### config.mk
export PLATFORM = sky130hd
export DESIGN_NAME = base32_address_decoder_unit
export DESIGN_NICKNAME = d
export VERILOG_FILES = /design/src/design/b32ad_pkg.sv /design/src/design/b32ad_decode.sv /design/src/design/b32ad_queue.sv /design/src/design/base32_address_decoder_unit.sv
export SDC_FILE = /design/constraint.sdc
export NUM_CORES = 1
export LEC_CHECK = 0
export ABC_AREA = 1
export BUFFER_PORTS_ARGS = -buffer_cell sky130_fd_sc_hd__buf_2
export CORE_MARGIN = 4
export CORE_UTILIZATION = 61
export DETAILED_ROUTE_END_ITERATION = 10
export PLACE_DENSITY = 0.85
export SETUP_SLACK_MARGIN = 0.4
export SKIP_CTS_REPAIR_TIMING = 1
export SLEW_MARGIN = 40
export SYNTH_ARGS = -nofsm -noshare
export SYNTH_HDL_FRONTEND = slang
export SYNTH_HIERARCHICAL = 1
export SYNTH_SLANG_ARGS = --single-unit
### constraint.sdc
create_clock -name clock -period 3.7 [get_ports clock]
set_input_delay 0.555 -clock clock [delete_from_list [all_inputs] [get_ports clock]]
set_output_delay 0.555 -clock clock [all_outputs]
set_load 0.01 [all_outputs]
### src/design/b32ad_pkg.sv
// Shared types, codes and constants for the base32 address decoder.
package b32ad_pkg;

   localparam int KEY_BYTES_DEFAULT   = 32;
   localparam int CHECK_BYTES_DEFAULT = 4;
   localparam int QUEUE_DEPTH         = 4;
   localparam int QUEUE_PTR_W         = $clog2(QUEUE_DEPTH);
   localparam int QUEUE_CNT_W         = $clog2(QUEUE_DEPTH + 1);

   localparam logic [7:0] PAD_CHAR  = 8'h3D;
   localparam logic [5:0] COUNT_MAX = 6'd63;

   localparam logic KIND_DATA   = 1'b0;
   localparam logic KIND_STATUS = 1'b1;

   typedef enum logic [1:0] {
      STATUS_OK      = 2'd0,
      STATUS_INVALID = 2'd1,
      STATUS_LENGTH  = 2'd2
   } status_type;

   typedef struct packed {
      logic [7:0] text_char;
      logic       end_of_text;
   } req_type;

   typedef struct packed {
      logic       result_kind;
      logic [7:0] data_byte;
      logic [1:0] status_code;
      logic       last_result;
   } rsp_type;

   typedef struct packed {
      logic first;
      logic second;
   } push_type;

   typedef struct packed {
      logic       valid;
      logic [4:0] value;
   } symbol_type;

   function automatic symbol_type symbol_value(input logic [7:0] c);
      symbol_type s;
      s.valid = 1'b1;
      s.value = 5'd0;
      if (c inside {[8'h41:8'h5A]}) begin
         s.value = 5'(c - 8'h41);
      end else if (c inside {[8'h61:8'h7A]}) begin
         s.value = 5'(c - 8'h61);
      end else if (c inside {[8'h32:8'h37]}) begin
         s.value = 5'(c - 8'h32 + 8'd26);
      end else begin
         s.valid = 1'b0;
      end
      return s;
   endfunction

endpackage

### src/design/b32ad_decode.sv
// Input register, bit accumulator and per-character decode into up to two responses.
module b32ad_decode #(
   parameter int KEY_BYTES   = b32ad_pkg::KEY_BYTES_DEFAULT,
   parameter int CHECK_BYTES = b32ad_pkg::CHECK_BYTES_DEFAULT
) (
   input  logic                clock,
   input  logic                reset,
   input  logic                req_valid,
   output logic                req_ready,
   input  b32ad_pkg::req_type  req_data,
   input  logic                space_ok,
   output b32ad_pkg::push_type push,
   output b32ad_pkg::rsp_type  slot0,
   output b32ad_pkg::rsp_type  slot1
);

   localparam logic [5:0] KEY_COUNT   = 6'(KEY_BYTES);
   localparam logic [5:0] TOTAL_COUNT = 6'(KEY_BYTES + CHECK_BYTES);

   logic               in_valid_ff, in_valid_in;
   b32ad_pkg::req_type in_item_ff, in_item_in;

   logic [6:0] acc_ff, acc_in;
   logic [2:0] bits_ff, bits_in;
   logic [5:0] cnt_ff, cnt_in;
   logic       pad_ff, pad_in;
   logic       err_ff, err_in;

   logic                  take;
   b32ad_pkg::symbol_type sym;
   logic [11:0]           acc_wide;
   logic [3:0]            bits_sum;
   logic [2:0]            bits_rest;
   logic [7:0]            out_byte;
   logic                  emit;
   b32ad_pkg::rsp_type    data_rsp, status_rsp;

   assign take      = in_valid_ff && space_ok;
   assign req_ready = !in_valid_ff || take;

   always_comb begin
      in_valid_in = in_valid_ff;
      in_item_in  = in_item_ff;
      if (req_valid && req_ready) begin
         in_valid_in = 1'b1;
         in_item_in  = req_data;
      end else if (take) begin
         in_valid_in = 1'b0;
      end
   end

   assign sym      = b32ad_pkg::symbol_value(in_item_ff.text_char);
   assign acc_wide = {acc_ff, sym.value};
   assign bits_sum = {1'b0, bits_ff} + 4'd5;
   assign out_byte = 8'(acc_wide >> (bits_sum - 4'd8));

   always_comb begin
      acc_in    = acc_ff;
      bits_in   = bits_ff;
      cnt_in    = cnt_ff;
      pad_in    = pad_ff;
      err_in    = err_ff;
      emit      = 1'b0;
      bits_rest = bits_sum[2:0];
      if (!err_ff) begin
         if (in_item_ff.text_char == b32ad_pkg::PAD_CHAR) begin
            pad_in = 1'b1;
         end else if (pad_ff || !sym.valid) begin
            err_in = 1'b1;
         end else begin
            if (bits_sum[3]) begin
               bits_rest = 3'(bits_sum - 4'd8);
               emit      = (cnt_ff < KEY_COUNT);
               if (cnt_ff != b32ad_pkg::COUNT_MAX) begin
                  cnt_in = cnt_ff + 6'd1;
               end
            end
            bits_in = bits_rest;
            acc_in  = acc_wide[6:0] & ~(7'h7F << bits_rest);
         end
      end
   end

   always_comb begin
      data_rsp             = '0;
      data_rsp.result_kind = b32ad_pkg::KIND_DATA;
      data_rsp.data_byte   = out_byte;

      status_rsp             = '0;
      status_rsp.result_kind = b32ad_pkg::KIND_STATUS;
      status_rsp.last_result = 1'b1;
      if (err_in) begin
         status_rsp.status_code = b32ad_pkg::STATUS_INVALID;
      end else if (cnt_in != TOTAL_COUNT) begin
         status_rsp.status_code = b32ad_pkg::STATUS_LENGTH;
      end else begin
         status_rsp.status_code = b32ad_pkg::STATUS_OK;
      end

      slot0       = emit ? data_rsp : status_rsp;
      slot1       = status_rsp;
      push.first  = take && (emit || in_item_ff.end_of_text);
      push.second = take && emit && in_item_ff.end_of_text;
   end

   always_ff @(posedge clock) begin
      in_item_ff <= in_item_in;
      if (reset) begin
         in_valid_ff <= 1'b0;
         acc_ff      <= '0;
         bits_ff     <= '0;
         cnt_ff      <= '0;
         pad_ff      <= 1'b0;
         err_ff      <= 1'b0;
      end else begin
         in_valid_ff <= in_valid_in;
         if (take) begin
            if (in_item_ff.end_of_text) begin
               acc_ff  <= '0;
               bits_ff <= '0;
               cnt_ff  <= '0;
               pad_ff  <= 1'b0;
               err_ff  <= 1'b0;
            end else begin
               acc_ff  <= acc_in;
               bits_ff <= bits_in;
               cnt_ff  <= cnt_in;
               pad_ff  <= pad_in;
               err_ff  <= err_in;
            end
         end
      end
   end

endmodule

### src/design/b32ad_queue.sv
// Small response queue taking up to two entries per cycle and giving one per cycle while rsp_ready is high.
module b32ad_queue (
   input  logic                clock,
   input  logic                reset,
   input  b32ad_pkg::push_type push,
   input  b32ad_pkg::rsp_type  slot0,
   input  b32ad_pkg::rsp_type  slot1,
   output logic                space_ok,
   output logic                rsp_valid,
   input  logic                rsp_ready,
   output b32ad_pkg::rsp_type  rsp_data
);

   localparam int PW = b32ad_pkg::QUEUE_PTR_W;
   localparam int CW = b32ad_pkg::QUEUE_CNT_W;

   b32ad_pkg::rsp_type entries_ff [b32ad_pkg::QUEUE_DEPTH];
   logic [PW-1:0]      wr_ptr_ff, wr_ptr_in, rd_ptr_ff, rd_ptr_in, wr_next;
   logic [CW-1:0]      count_ff, count_in;
   logic               pop;

   assign pop       = rsp_valid && rsp_ready;
   assign rsp_valid = (count_ff != '0);
   assign rsp_data  = entries_ff[rd_ptr_ff];
   assign space_ok  = (count_ff <= CW'(b32ad_pkg::QUEUE_DEPTH - 2));
   assign wr_next   = wr_ptr_ff + PW'(1);

   always_comb begin
      wr_ptr_in = wr_ptr_ff + PW'(push.first) + PW'(push.second);
      rd_ptr_in = rd_ptr_ff + PW'(pop);
      count_in  = count_ff + CW'(push.first) + CW'(push.second) - CW'(pop);
   end

   always_ff @(posedge clock) begin
      if (push.first) begin
         entries_ff[wr_ptr_ff] <= slot0;
      end
      if (push.second) begin
         entries_ff[wr_next] <= slot1;
      end
      if (reset) begin
         wr_ptr_ff <= '0;
         rd_ptr_ff <= '0;
         count_ff  <= '0;
      end else begin
         wr_ptr_ff <= wr_ptr_in;
         rd_ptr_ff <= rd_ptr_in;
         count_ff  <= count_in;
      end
   end

   a_no_overflow : assert property (@(posedge clock) disable iff (reset)
      count_ff <= CW'(b32ad_pkg::QUEUE_DEPTH))
      else $error("response queue overflow");

   a_second_needs_first : assert property (@(posedge clock) disable iff (reset)
      push.second |-> push.first)
      else $error("second push without first");

   a_push_needs_room : assert property (@(posedge clock) disable iff (reset)
      push.first |-> space_ok)
      else $error("push into full queue");

   a_ptr_count_agree : assert property (@(posedge clock) disable iff (reset)
      (count_ff == '0 || count_ff == CW'(b32ad_pkg::QUEUE_DEPTH))
      == (wr_ptr_ff == rd_ptr_ff))
      else $error("queue pointers disagree with count");

endmodule

### src/design/base32_address_decoder_unit.sv
// Top level of the base32 address decoder.
//
// Requests arrive on req_ (valid/ready), one text character each, with
// end_of_text on the final character of an address. Responses leave on rsp_
// (valid/ready): one data byte for every completed key byte, then a status
// response with last_result set after the end character.
// A request accepted is held in the input register, then decoded into a
// four-entry response queue, from which its first response is taken.
// Throughput is one request per cycle while the receiver keeps up; the
// decode logic consumes a request only when the queue has room for two
// responses, so an end character that also finishes a key byte takes two
// response slots of output bandwidth.
// When the receiver stalls, the queue fills and req_ready drops after the
// input register is occupied; nothing is lost.
// Reset empties the queue and input register and clears the accumulator,
// byte count, padding and error flags; all of this but the queue and input
// register is also cleared after every end character.
module base32_address_decoder_unit #(
   parameter int KEY_BYTES   = b32ad_pkg::KEY_BYTES_DEFAULT,
   parameter int CHECK_BYTES = b32ad_pkg::CHECK_BYTES_DEFAULT
) (
   input  logic               clock,
   input  logic               reset,
   input  logic               req_valid,
   output logic               req_ready,
   input  b32ad_pkg::req_type req_data,
   output logic               rsp_valid,
   input  logic               rsp_ready,
   output b32ad_pkg::rsp_type rsp_data
);

   logic                space_ok;
   b32ad_pkg::push_type push;
   b32ad_pkg::rsp_type  slot0, slot1;

   b32ad_decode #(
      .KEY_BYTES   (KEY_BYTES),
      .CHECK_BYTES (CHECK_BYTES)
   ) u_decode (
      .clock     (clock),
      .reset     (reset),
      .req_valid (req_valid),
      .req_ready (req_ready),
      .req_data  (req_data),
      .space_ok  (space_ok),
      .push      (push),
      .slot0     (slot0),
      .slot1     (slot1)
   );

   b32ad_queue u_queue (
      .clock     (clock),
      .reset     (reset),
      .push      (push),
      .slot0     (slot0),
      .slot1     (slot1),
      .space_ok  (space_ok),
      .rsp_valid (rsp_valid),
      .rsp_ready (rsp_ready),
      .rsp_data  (rsp_data)
   );

endmodule
==> impl_metrics.env, run 1 <==
export IMPL_ys_ff_latch=83
export IMPL_syn_area_sq_mm=0.00539
export IMPL_synth_avg_cell_area_sq_um=7.40
export IMPL_wl_met3_um=949
export IMPL_die_area_sq_mm=0.0104
export IMPL_wl_per_cell_um=14.1
export IMPL_worstHoldStart="req_data[2]"
export IMPL_ys_warn_count=6
export IMPL_setup_viol=0
export IMPL_worstHoldPathType="in2reg"
export IMPL_r2r_end="u_queue/count_ff[2]$_SDFF_PP0_"
export IMPL_ys_flop_type="edfxtp_1"
export IMPL_utilization=0.655
export IMPL_cp_max_fo=32
export IMPL_async_flop_share=0
export IMPL_rsz0062_at_grt="no"
export IMPL_detail_route_wirelength_mm=12.0
export IMPL_status="finished clean"
export IMPL_diodes=0
export IMPL_yosysUniqueCellTypes=46
export IMPL_timing_reg2reg_setup_slack_ns=0.53
export IMPL_path_clk_slew_ns=0.08
export IMPL_grt_antenna_before_repair=0
export IMPL_start_util=0.621
export IMPL_numCtsBuffers=9
export IMPL_drive_gt1_frac=0.108
export IMPL_yosysSeqAreaShare=0.414
export IMPL_clock_latency_ns=0.35
export IMPL_hold_depth=1
export IMPL_die_h_um=102
export IMPL_rows=34
export IMPL_first_iter_violations=352
export IMPL_holdPathEnd="u_decode/in_item_ff[2]$_DFFE_PP_"
export IMPL_cts_sinks=83
export IMPL_worstPathArrival_ns=3.42
export IMPL_cp_required_ns=3.96
export IMPL_grt_usage=0.246
export IMPL_timing_final_crit_share=0.856
export IMPL_relSlewSlack=0.526
export IMPL_end_kind="flip-flop"
export IMPL_layout_common_cells="236 x nand2_1, 114 x inv_1, 65 x nand3_1"
export IMPL_min_period_ns=3.17
export IMPL_coreArea_sq_mm=0.00868
export IMPL_fmax_ghz=0.316
export IMPL_antenna_left=0
export IMPL_reg2reg_depth=17
export IMPL_grt_max_degree=33
export IMPL_wl_met2_mm=6.16
export IMPL_place_gp_congestion=0.909
export IMPL_place_ws_ns=0.431
export IMPL_nets=772
export IMPL_grt_pass1_vias=4612
export IMPL_htreeDepth=3
export IMPL_final_cell_area_sq_mm=0.00568
export IMPL_worst_slew_pin_slew_ns=0.710
export IMPL_slew_viol_final=0
export IMPL_path_class="reg2reg"
export IMPL_hold_ws_ns=0.371
export IMPL_grt_overflow=0
export IMPL_final_common_cell="nand2_1"
export IMPL_firstDrtPassIters=5
export IMPL_irDropWorstVdd_uv=331
export IMPL_area_growth_pct=5.48
export IMPL_highest_layer="met4"
export IMPL_clock_root_buffer="clkbuf_8"
export IMPL_drv_cap=0
export IMPL_setup_tns_ns=0
export IMPL_wl_met1_mm=4.52
export IMPL_ioPinCount=27
export IMPL_vias=4759
export IMPL_cts_tree="done"
export IMPL_hold_viol_final=0
export IMPL_r2r_start="u_decode/in_item_ff[1]$_DFFE_PP_"
export IMPL_powerDensity_mw_per_mm2=419
export IMPL_power_leakage_nw=2.68
export IMPL_clock_skew_ns=0.00758
export IMPL_synth_cells=728
export IMPL_cp_start_kind="flip-flop"
export IMPL_finalWorstSetupSlack_ns=0.534
export IMPL_grt_pass1_wl_mm=20.1
export IMPL_post_route_drc_count=0
export IMPL_portBuffers=26
export IMPL_vias_per_cell=5.56
export IMPL_place_area_sq_mm=0.00546
export IMPL_synth_edff_count=57
export IMPL_die_x_um=102
export IMPL_clock_path_buffers=2
export IMPL_dp_hpwl_mm=8.65
## through the flow
stage / total power, mW / instances
final: 2.38 / 856
after global routing: 2.55 / 856
after CTS: 2.39 / 851
after detailed placement: 1.83 / 835
after global placement: 1.79 / 835
after floorplan: 1.63 / 736
## layout make-up
cell class / count / area, sq um
fill: 722 / 3000
multi-input combinational: 489 / 2460
sequential: 83 / 2230
inverter: 121 / 454
timing repair buffer: 39 / 231
tap: 108 / 135
clock buffer: 9 / 124
clock inverter: 7 / 45.0
## worst max-delay path: stages, from the launching register on
cell	delay [ns]
edfxtp_1	0.45
inv_1	0.14
ha_1	0.21
nand2_1	0.10
nor2_1	0.11
nand2_1	0.10
nand2_4	0.15
nand2_4	0.14
nand3_4	0.15
nor2_2	0.08
buf_4	0.18
buf_6	0.19
fa_1	0.46
fa_1	0.38
inv_1	0.08
nand2_1	0.05
nand2_1	0.05
nor2_1	0.03
## cells in the mapped netlist, types with 3 or more instances
| cell type | n | share of area |
|---|---|---|
| nand2_1 | 236 | 0.16 |
| inv_1 | 115 | 0.080 |
| nand3_1 | 65 | 0.060 |
| edfxtp_1 | 57 | 0.32 |
| nor2_1 | 35 | 0.024 |
| o21ai_0 | 30 | 0.028 |
| nand4_1 | 28 | 0.033 |
| dfxtp_1 | 26 | 0.097 |
| a21oi_1 | 23 | 0.021 |
| buf_4 | 19 | 0.026 |
| ha_1 | 13 | 0.030 |
| buf_2 | 12 | 0.011 |
| clkbuf_1 | 6 | 0.0042 |
| inv_2 | 4 | 0.0028 |
| a211oi_1 | 3 | 0.0042 |
| a21oi_2 | 3 | 0.0049 |
| buf_6 | 3 | 0.0063 |
| fa_1 | 3 | 0.011 |
| mux2i_1 | 3 | 0.0056 |
| nand2_4 | 3 | 0.0063 |
| nor2_2 | 3 | 0.0035 |
| o211ai_1 | 3 | 0.0042 |
| o21ai_1 | 3 | 0.0028 |
| xnor2_1 | 3 | 0.0049 |
## worst max-delay path by stage
stage                                                start                             end  cells past startpoint
final                     u_decode/in_item_ff[1]$_DFFE_PP_  u_queue/count_ff[2]$_SDFF_PP0_                     17
after global routing      u_decode/in_item_ff[1]$_DFFE_PP_  u_queue/count_ff[2]$_SDFF_PP0_                     17
after CTS                 u_decode/in_item_ff[4]$_DFFE_PP_  u_queue/count_ff[1]$_SDFF_PP0_                     16
after detailed placement  u_decode/in_item_ff[4]$_DFFE_PP_  u_queue/count_ff[2]$_SDFF_PP0_                     19
after global placement    u_decode/in_item_ff[4]$_DFFE_PP_  u_queue/count_ff[1]$_SDFF_PP0_                     16
after floorplan           u_decode/in_item_ff[4]$_DFFE_PP_  u_queue/count_ff[2]$_SDFF_PP0_                     21
## metal layers
metal	vias up	GRT usage
met4	0	0.125
met2	220	0.444
met1	2160	0.271
met3	42	0.0546
li1	2337	-
met5	-	0
## flip-flops by register name (all words and copies together), names as in the netlist
signal	count
u_queue/entries_ff	48
u_decode/in_item_ff	9
u_decode/acc_ff	7
u_decode/cnt_ff	6
u_decode/bits_ff	3
u_queue/count_ff	3
u_queue/rd_ptr_ff	2
u_queue/wr_ptr_ff	2
u_decode/err_ff	1
u_decode/in_valid_ff	1
u_decode/pad_ff	1
## logic make-up after synthesis
logic type | after synthesis | synth area share
XOR/XNOR | 5 | 0.00813
multiplexers | 3 | 0.00557
other | 2 | 0.00139
buffers and inverters | 164 | 0.137
flip-flops | 83 | 0.414
adder cells (fa/ha/maj) | 16 | 0.0413
AND/OR/NAND/NOR | 381 | 0.312
AO/OA/AOI/OAI | 74 | 0.0801
## power by group
group          total [mW]  internal (mW)  switching (mW)
clock network       0.565          0.240           0.326
registers            1.11           1.05          0.0561
logic               0.709          0.232           0.477
total                2.38           1.52           0.858
Power figures use the tool's default switching activity.
==> run 2: changes to the inputs <==
- RECOVER_POWER: not set -> 100
==> impl_metrics.env, run 2 (synthesized netlist as in run 1, its figures left out) <==
export IMPL_setup_tns_ns=0
export IMPL_path_clk_slew_ns=0.08
export IMPL_cp_cell_sequence="inv_1, ha_1, nand2_1, nor2_1, nand2_1, nand2_4, nand2_4, nand3_4, nor2_1, buf_4, nand2_1, nand2_1"
export IMPL_cts_sinks=83
export IMPL_firstDrtPassIters=5
export IMPL_crit_path_frequent_cell="nand2_1"
export IMPL_r2r_end="u_queue/entries_ff[1][3]$_DFFE_PP_"
export IMPL_relSlewSlack=0.284
export IMPL_worstHoldStart="req_data[2]"
export IMPL_highest_layer="met4"
export IMPL_antenna_left=0
export IMPL_end_kind="flip-flop"
export IMPL_timing_reg2reg_setup_slack_ns=0.44
export IMPL_powerDensity_mw_per_mm2=419
export IMPL_grt_max_degree=33
export IMPL_status="finished clean"
export IMPL_rsz0062_at_grt="no"
export IMPL_power_leakage_nw=2.64
export IMPL_worstPathArrival_ns=3.24
export IMPL_place_gp_congestion=0.909
export IMPL_drv_cap=0
export IMPL_wl_per_cell_um=14.1
export IMPL_timing_final_crit_share=0.880
export IMPL_largest_reg_flops=48
export IMPL_clock_root_buffer="clkbuf_8"
export IMPL_area_growth_pct=4.60
export IMPL_cp_max_fo=13
export IMPL_stdcell_count=856
export IMPL_clock_skew_ns=0.0102
export IMPL_hold_ws_ns=0.369
export IMPL_wl_met2_mm=6.18
export IMPL_vias=4770
export IMPL_nets=772
export IMPL_post_route_drc_count=0
export IMPL_startpoint="u_decode/in_item_ff[1]$_DFFE_PP_"
export IMPL_grt_usage=0.246
export IMPL_grt_overflow=0
export IMPL_wl_met3_um=959
export IMPL_setup_viol=0
export IMPL_n_fill_cell=740
export IMPL_clock_latency_ns=0.35
export IMPL_max_stage_delay_ns=0.60
export IMPL_dp_hpwl_mm=8.65
export IMPL_grt_antenna_before_repair=0
export IMPL_worstHoldPathType="in2reg"
export IMPL_cts_tree="done"
export IMPL_coreArea_sq_mm=0.00868
export IMPL_r2r_start="u_decode/in_item_ff[1]$_DFFE_PP_"
export IMPL_total_power_mw=2.36
export IMPL_vias_per_cell=5.57
export IMPL_final_common_cell="nand2_1"
export IMPL_numCtsBuffers=9
export IMPL_path_class="reg2reg"
export IMPL_die_area_sq_mm=0.0104
export IMPL_regMostFlops="u_queue/entries_ff"
export IMPL_grt_pass1_wl_mm=20.1
export IMPL_largestRegisters="u_queue/entries_ff: 48 flops, u_decode/in_item_ff: 9 flops, u_decode/acc_ff: 7 flops"
export IMPL_finalWorstSetupSlack_ns=0.443
export IMPL_fmax_ghz=0.307
export IMPL_die_h_um=102
export IMPL_place_area_sq_mm=0.00546
export IMPL_dp_cells=835
export IMPL_drive_gt1_frac=0.0762
export IMPL_slew_viol_final=0
export IMPL_detail_route_wirelength_mm=12.0
export IMPL_worst_slew_pin_slew_ns=1.06
export IMPL_place_ws_ns=0.431
export IMPL_min_period_ns=3.26
export IMPL_layout_common_cells="237 x nand2_1, 116 x inv_1, 65 x nand3_1"
export IMPL_final_cell_area_sq_mm=0.00564
export IMPL_reg2reg_depth=12
export IMPL_diodes=0
export IMPL_first_iter_violations=394
export IMPL_crit_end="u_queue/entries_ff[1][3]$_DFFE_PP_"
export IMPL_clock_path_buffers=2
export IMPL_portBuffers=26
export IMPL_cp_required_ns=3.69
export IMPL_cp_start_kind="flip-flop"
export IMPL_start_util=0.621
export IMPL_ioPinCount=27
export IMPL_die_x_um=102
export IMPL_irDropWorstVdd_uv=325
export IMPL_hold_viol_final=0
export IMPL_htreeDepth=3
export IMPL_utilization=0.649
export IMPL_grt_pass1_vias=4612
export IMPL_rows=34
export IMPL_wl_met1_mm=4.50
export IMPL_worst_path_max_delay_cell="nand2_1"
## run 2: cell type report
class | instances | area, sq um | share of cell area
clock buffer | 9 | 124 | 0.0220
clock inverter | 7 | 45.0 | 0.00799
inverter | 121 | 454 | 0.0806
multi-input combinational | 489 | 2430 | 0.432
sequential | 83 | 2230 | 0.397
tap | 108 | 135 | 0.0240
timing repair buffer | 39 | 208 | 0.0369
## run 2: critical path: cells and delay by family (launching register included)
| kind | cells | cell delay [ns] |
|---|---|---|
| flops | 1 | 0.42 |
| fa+ha+maj | 1 | 0.24 |
| simple gates | 9 | 1.87 |
| buf+inv | 2 | 0.33 |
## run 2: per-layer routing
metal  vias up  global-route usage
met2       218               0.444
li1       2340                   -
met1      2170               0.271
met4         0               0.125
met5         -                   0
met3        42              0.0546
## run 2: report_power, final
group | leakage (nW) | switching, mW | internal [mW]
Clock | 0.0803 | 0.328 | 0.240
Combinational | 1.86 | 0.476 | 0.211
Sequential | 0.699 | 0.0551 | 1.05
Total | 2.64 | 0.859 | 1.50
## run 2: worst min path at each step
stage	end	slack, ns	cells past startpoint
6_report	u_decode/in_item_ff[2]$_DFFE_PP_	0.37	1
4_1_cts	u_decode/in_item_ff[6]$_DFFE_PP_	0.35	1
2_1_floorplan	u_decode/pad_ff$_SDFFE_PP0P_	0.43	2
3_5_place_dp	u_decode/pad_ff$_SDFFE_PP0P_	0.45	2
3_3_place_gp	u_decode/pad_ff$_SDFFE_PP0P_	0.44	2
5_1_grt	u_decode/in_item_ff[5]$_DFFE_PP_	0.34	1
==> run 3: changes to the inputs <==
- CORE_MARGIN: 4 -> not set
==> impl_metrics.env, run 3 (synthesized netlist as in run 1, its figures left out) <==
export IMPL_drv_cap=0
export IMPL_start_util=0.643
export IMPL_nets=777
export IMPL_vias=4744
export IMPL_die_area_sq_mm=0.00921
export IMPL_min_period_ns=3.32
export IMPL_detail_route_wirelength_mm=11.9
export IMPL_firstDrtPassIters=5
export IMPL_relSlewSlack=0.226
export IMPL_worst_slew_pin_slew_ns=1.16
export IMPL_grt_pass1_vias=4301
export IMPL_wl_per_cell_um=13.9
export IMPL_diodes=0
export IMPL_first_iter_violations=522
export IMPL_grt_pass1_wl_mm=18.9
export IMPL_clock_root_buffer="clkbuf_8"
export IMPL_antenna_left=0
export IMPL_end_kind="output pin"
export IMPL_clock_path_buffers=2
export IMPL_fmax_ghz=0.302
export IMPL_setup_viol=0
export IMPL_largest_reg_flops=48
export IMPL_htreeDepth=3
export IMPL_rsz0062_at_grt="no"
export IMPL_irDropWorstVdd_uv=218
export IMPL_final_common_cell="nand2_1"
export IMPL_grt_antenna_before_repair=0
export IMPL_p_sw_mw=0.871
export IMPL_grt_usage=0.270
export IMPL_cp_max_fo=26
export IMPL_powerDensity_mw_per_mm2=433
export IMPL_total_power_mw=2.47
export IMPL_power_frac_clock=0.277
export IMPL_clock_skew_ns=0.0102
export IMPL_cts_tree="done"
export IMPL_regMostFlops="u_queue/entries_ff"
export IMPL_die_h_um=96.0
export IMPL_place_gp_congestion=0.900
export IMPL_cp_cell_sequence="clkbuf_1, inv_1, nand2_1, nand3_1, nand2_1, clkbuf_1"
export IMPL_vias_per_cell=5.53
export IMPL_portBuffers=26
export IMPL_cp_required_ns=3.14
export IMPL_cp_start_kind="flip-flop"
export IMPL_power_leakage_nw=2.66
export IMPL_drive_gt1_frac=0.0943
export IMPL_hold_viol_final=0
export IMPL_coreArea_sq_mm=0.00838
export IMPL_timing_final_crit_share=0.896
export IMPL_slew_viol_final=0
export IMPL_setup_tns_ns=0
export IMPL_grt_overflow=0
export IMPL_layout_common_cells="236 x nand2_1, 115 x inv_1, 65 x nand3_1"
export IMPL_post_route_drc_count=0
export IMPL_p_seq_frac=0.446
export IMPL_numCtsBuffers=9
export IMPL_path_class="reg2out"
export IMPL_worst_path_max_delay_cell="clkbuf_1"
export IMPL_area_growth_pct=6.01
export IMPL_grt_max_degree=38
export IMPL_power_internal_mw=1.60
export IMPL_ioPinCount=27
export IMPL_worstPathArrival_ns=2.76
export IMPL_max_stage_delay_ns=0.85
export IMPL_worstHoldPathType="in2reg"
export IMPL_clock_latency_ns=0.36
export IMPL_largestRegisters="u_queue/entries_ff: 48 flops, u_decode/in_item_ff: 9 flops, u_decode/acc_ff: 7 flops"
export IMPL_switching_share=0.352
export IMPL_combPwrFrac=0.277
export IMPL_timing_reg2reg_setup_slack_ns=0.46
export IMPL_rows=33
export IMPL_dp_hpwl_mm=8.18
export IMPL_hold_ws_ns=0.368
export IMPL_die_x_um=96.0
export IMPL_path_clk_slew_ns=0.09
export IMPL_status="finished clean"
export IMPL_cts_sinks=83
run 3: cell types whose count changed in the layout (fill, tap and decap cells not counted), sizes merged:
cell,previous run,this run
buf,24,33
clkinv,8,3
clkbuf,24,21
inv,118,121
bufinv,0,1
run 3: area by class of cell:
cell class	count	area [sq um]
repair buffers	44	244
clock inverters	6	71.3
multi-input cells	489	2440
fillers	695	2670
well taps	105	131
flip-flops and latches	83	2230
inverters	121	454
clock buffers	10	138
run 3: power by group through the flow:
| stage | registers (mW) | logic (mW) | clock network [mW] |
|---|---|---|---|
| final | 1.10 | 0.684 | 0.686 |
| after global routing | 1.11 | 0.779 | 0.732 |
| after CTS | 1.11 | 0.686 | 0.698 |
| after detailed placement | 1.13 | 0.684 | 0 |
| after global placement | 1.12 | 0.659 | 0 |
| after floorplan | 1.10 | 0.535 | 0 |
run 3: final timing paths:
check	from	to	depth (start not counted)
worst max register to register	u_decode/in_item_ff[1]$_DFFE_PP_	u_queue/entries_ff[0][9]$_DFFE_PP_	12
worst min-delay path	req_data[8]	u_decode/in_item_ff[8]$_DFFE_PP_	1
worst min register to register	u_decode/pad_ff$_SDFFE_PP0P_	u_decode/pad_ff$_SDFFE_PP0P_	2
worst max-delay path	u_queue/rd_ptr_ff[0]$_SDFF_PP0_	rsp_data[5]	6
run 3: metrics by stage:
stage | utilization | instances | instance area (sq um) | worst slack (ns)
after CTS | 0.676 | 848 | 5670 | 0.446
after global placement | 0.651 | 832 | 5460 | 0.578
after detailed placement | 0.651 | 832 | 5460 | 0.460
after floorplan | - | 736 | 5420 | 0.546
final | 0.681 | 858 | 5710 | 0.383
after global routing | 0.681 | 858 | 5710 | 0.203
run 3: layer usage:
metal / GRT usage / part of all wire
met5: 0 / 0
met4: 0.152 / 0.027
met3: 0.0419 / 0.078
met2: 0.454 / 0.48
met1: 0.331 / 0.41
run 3: critical path, delay by kind of cell (launching register included):
family | cells | cell delay, ns
DFF | 1 | 0.31
and+or+nand+nor | 3 | 0.40
buffers and inverters | 3 | 1.69
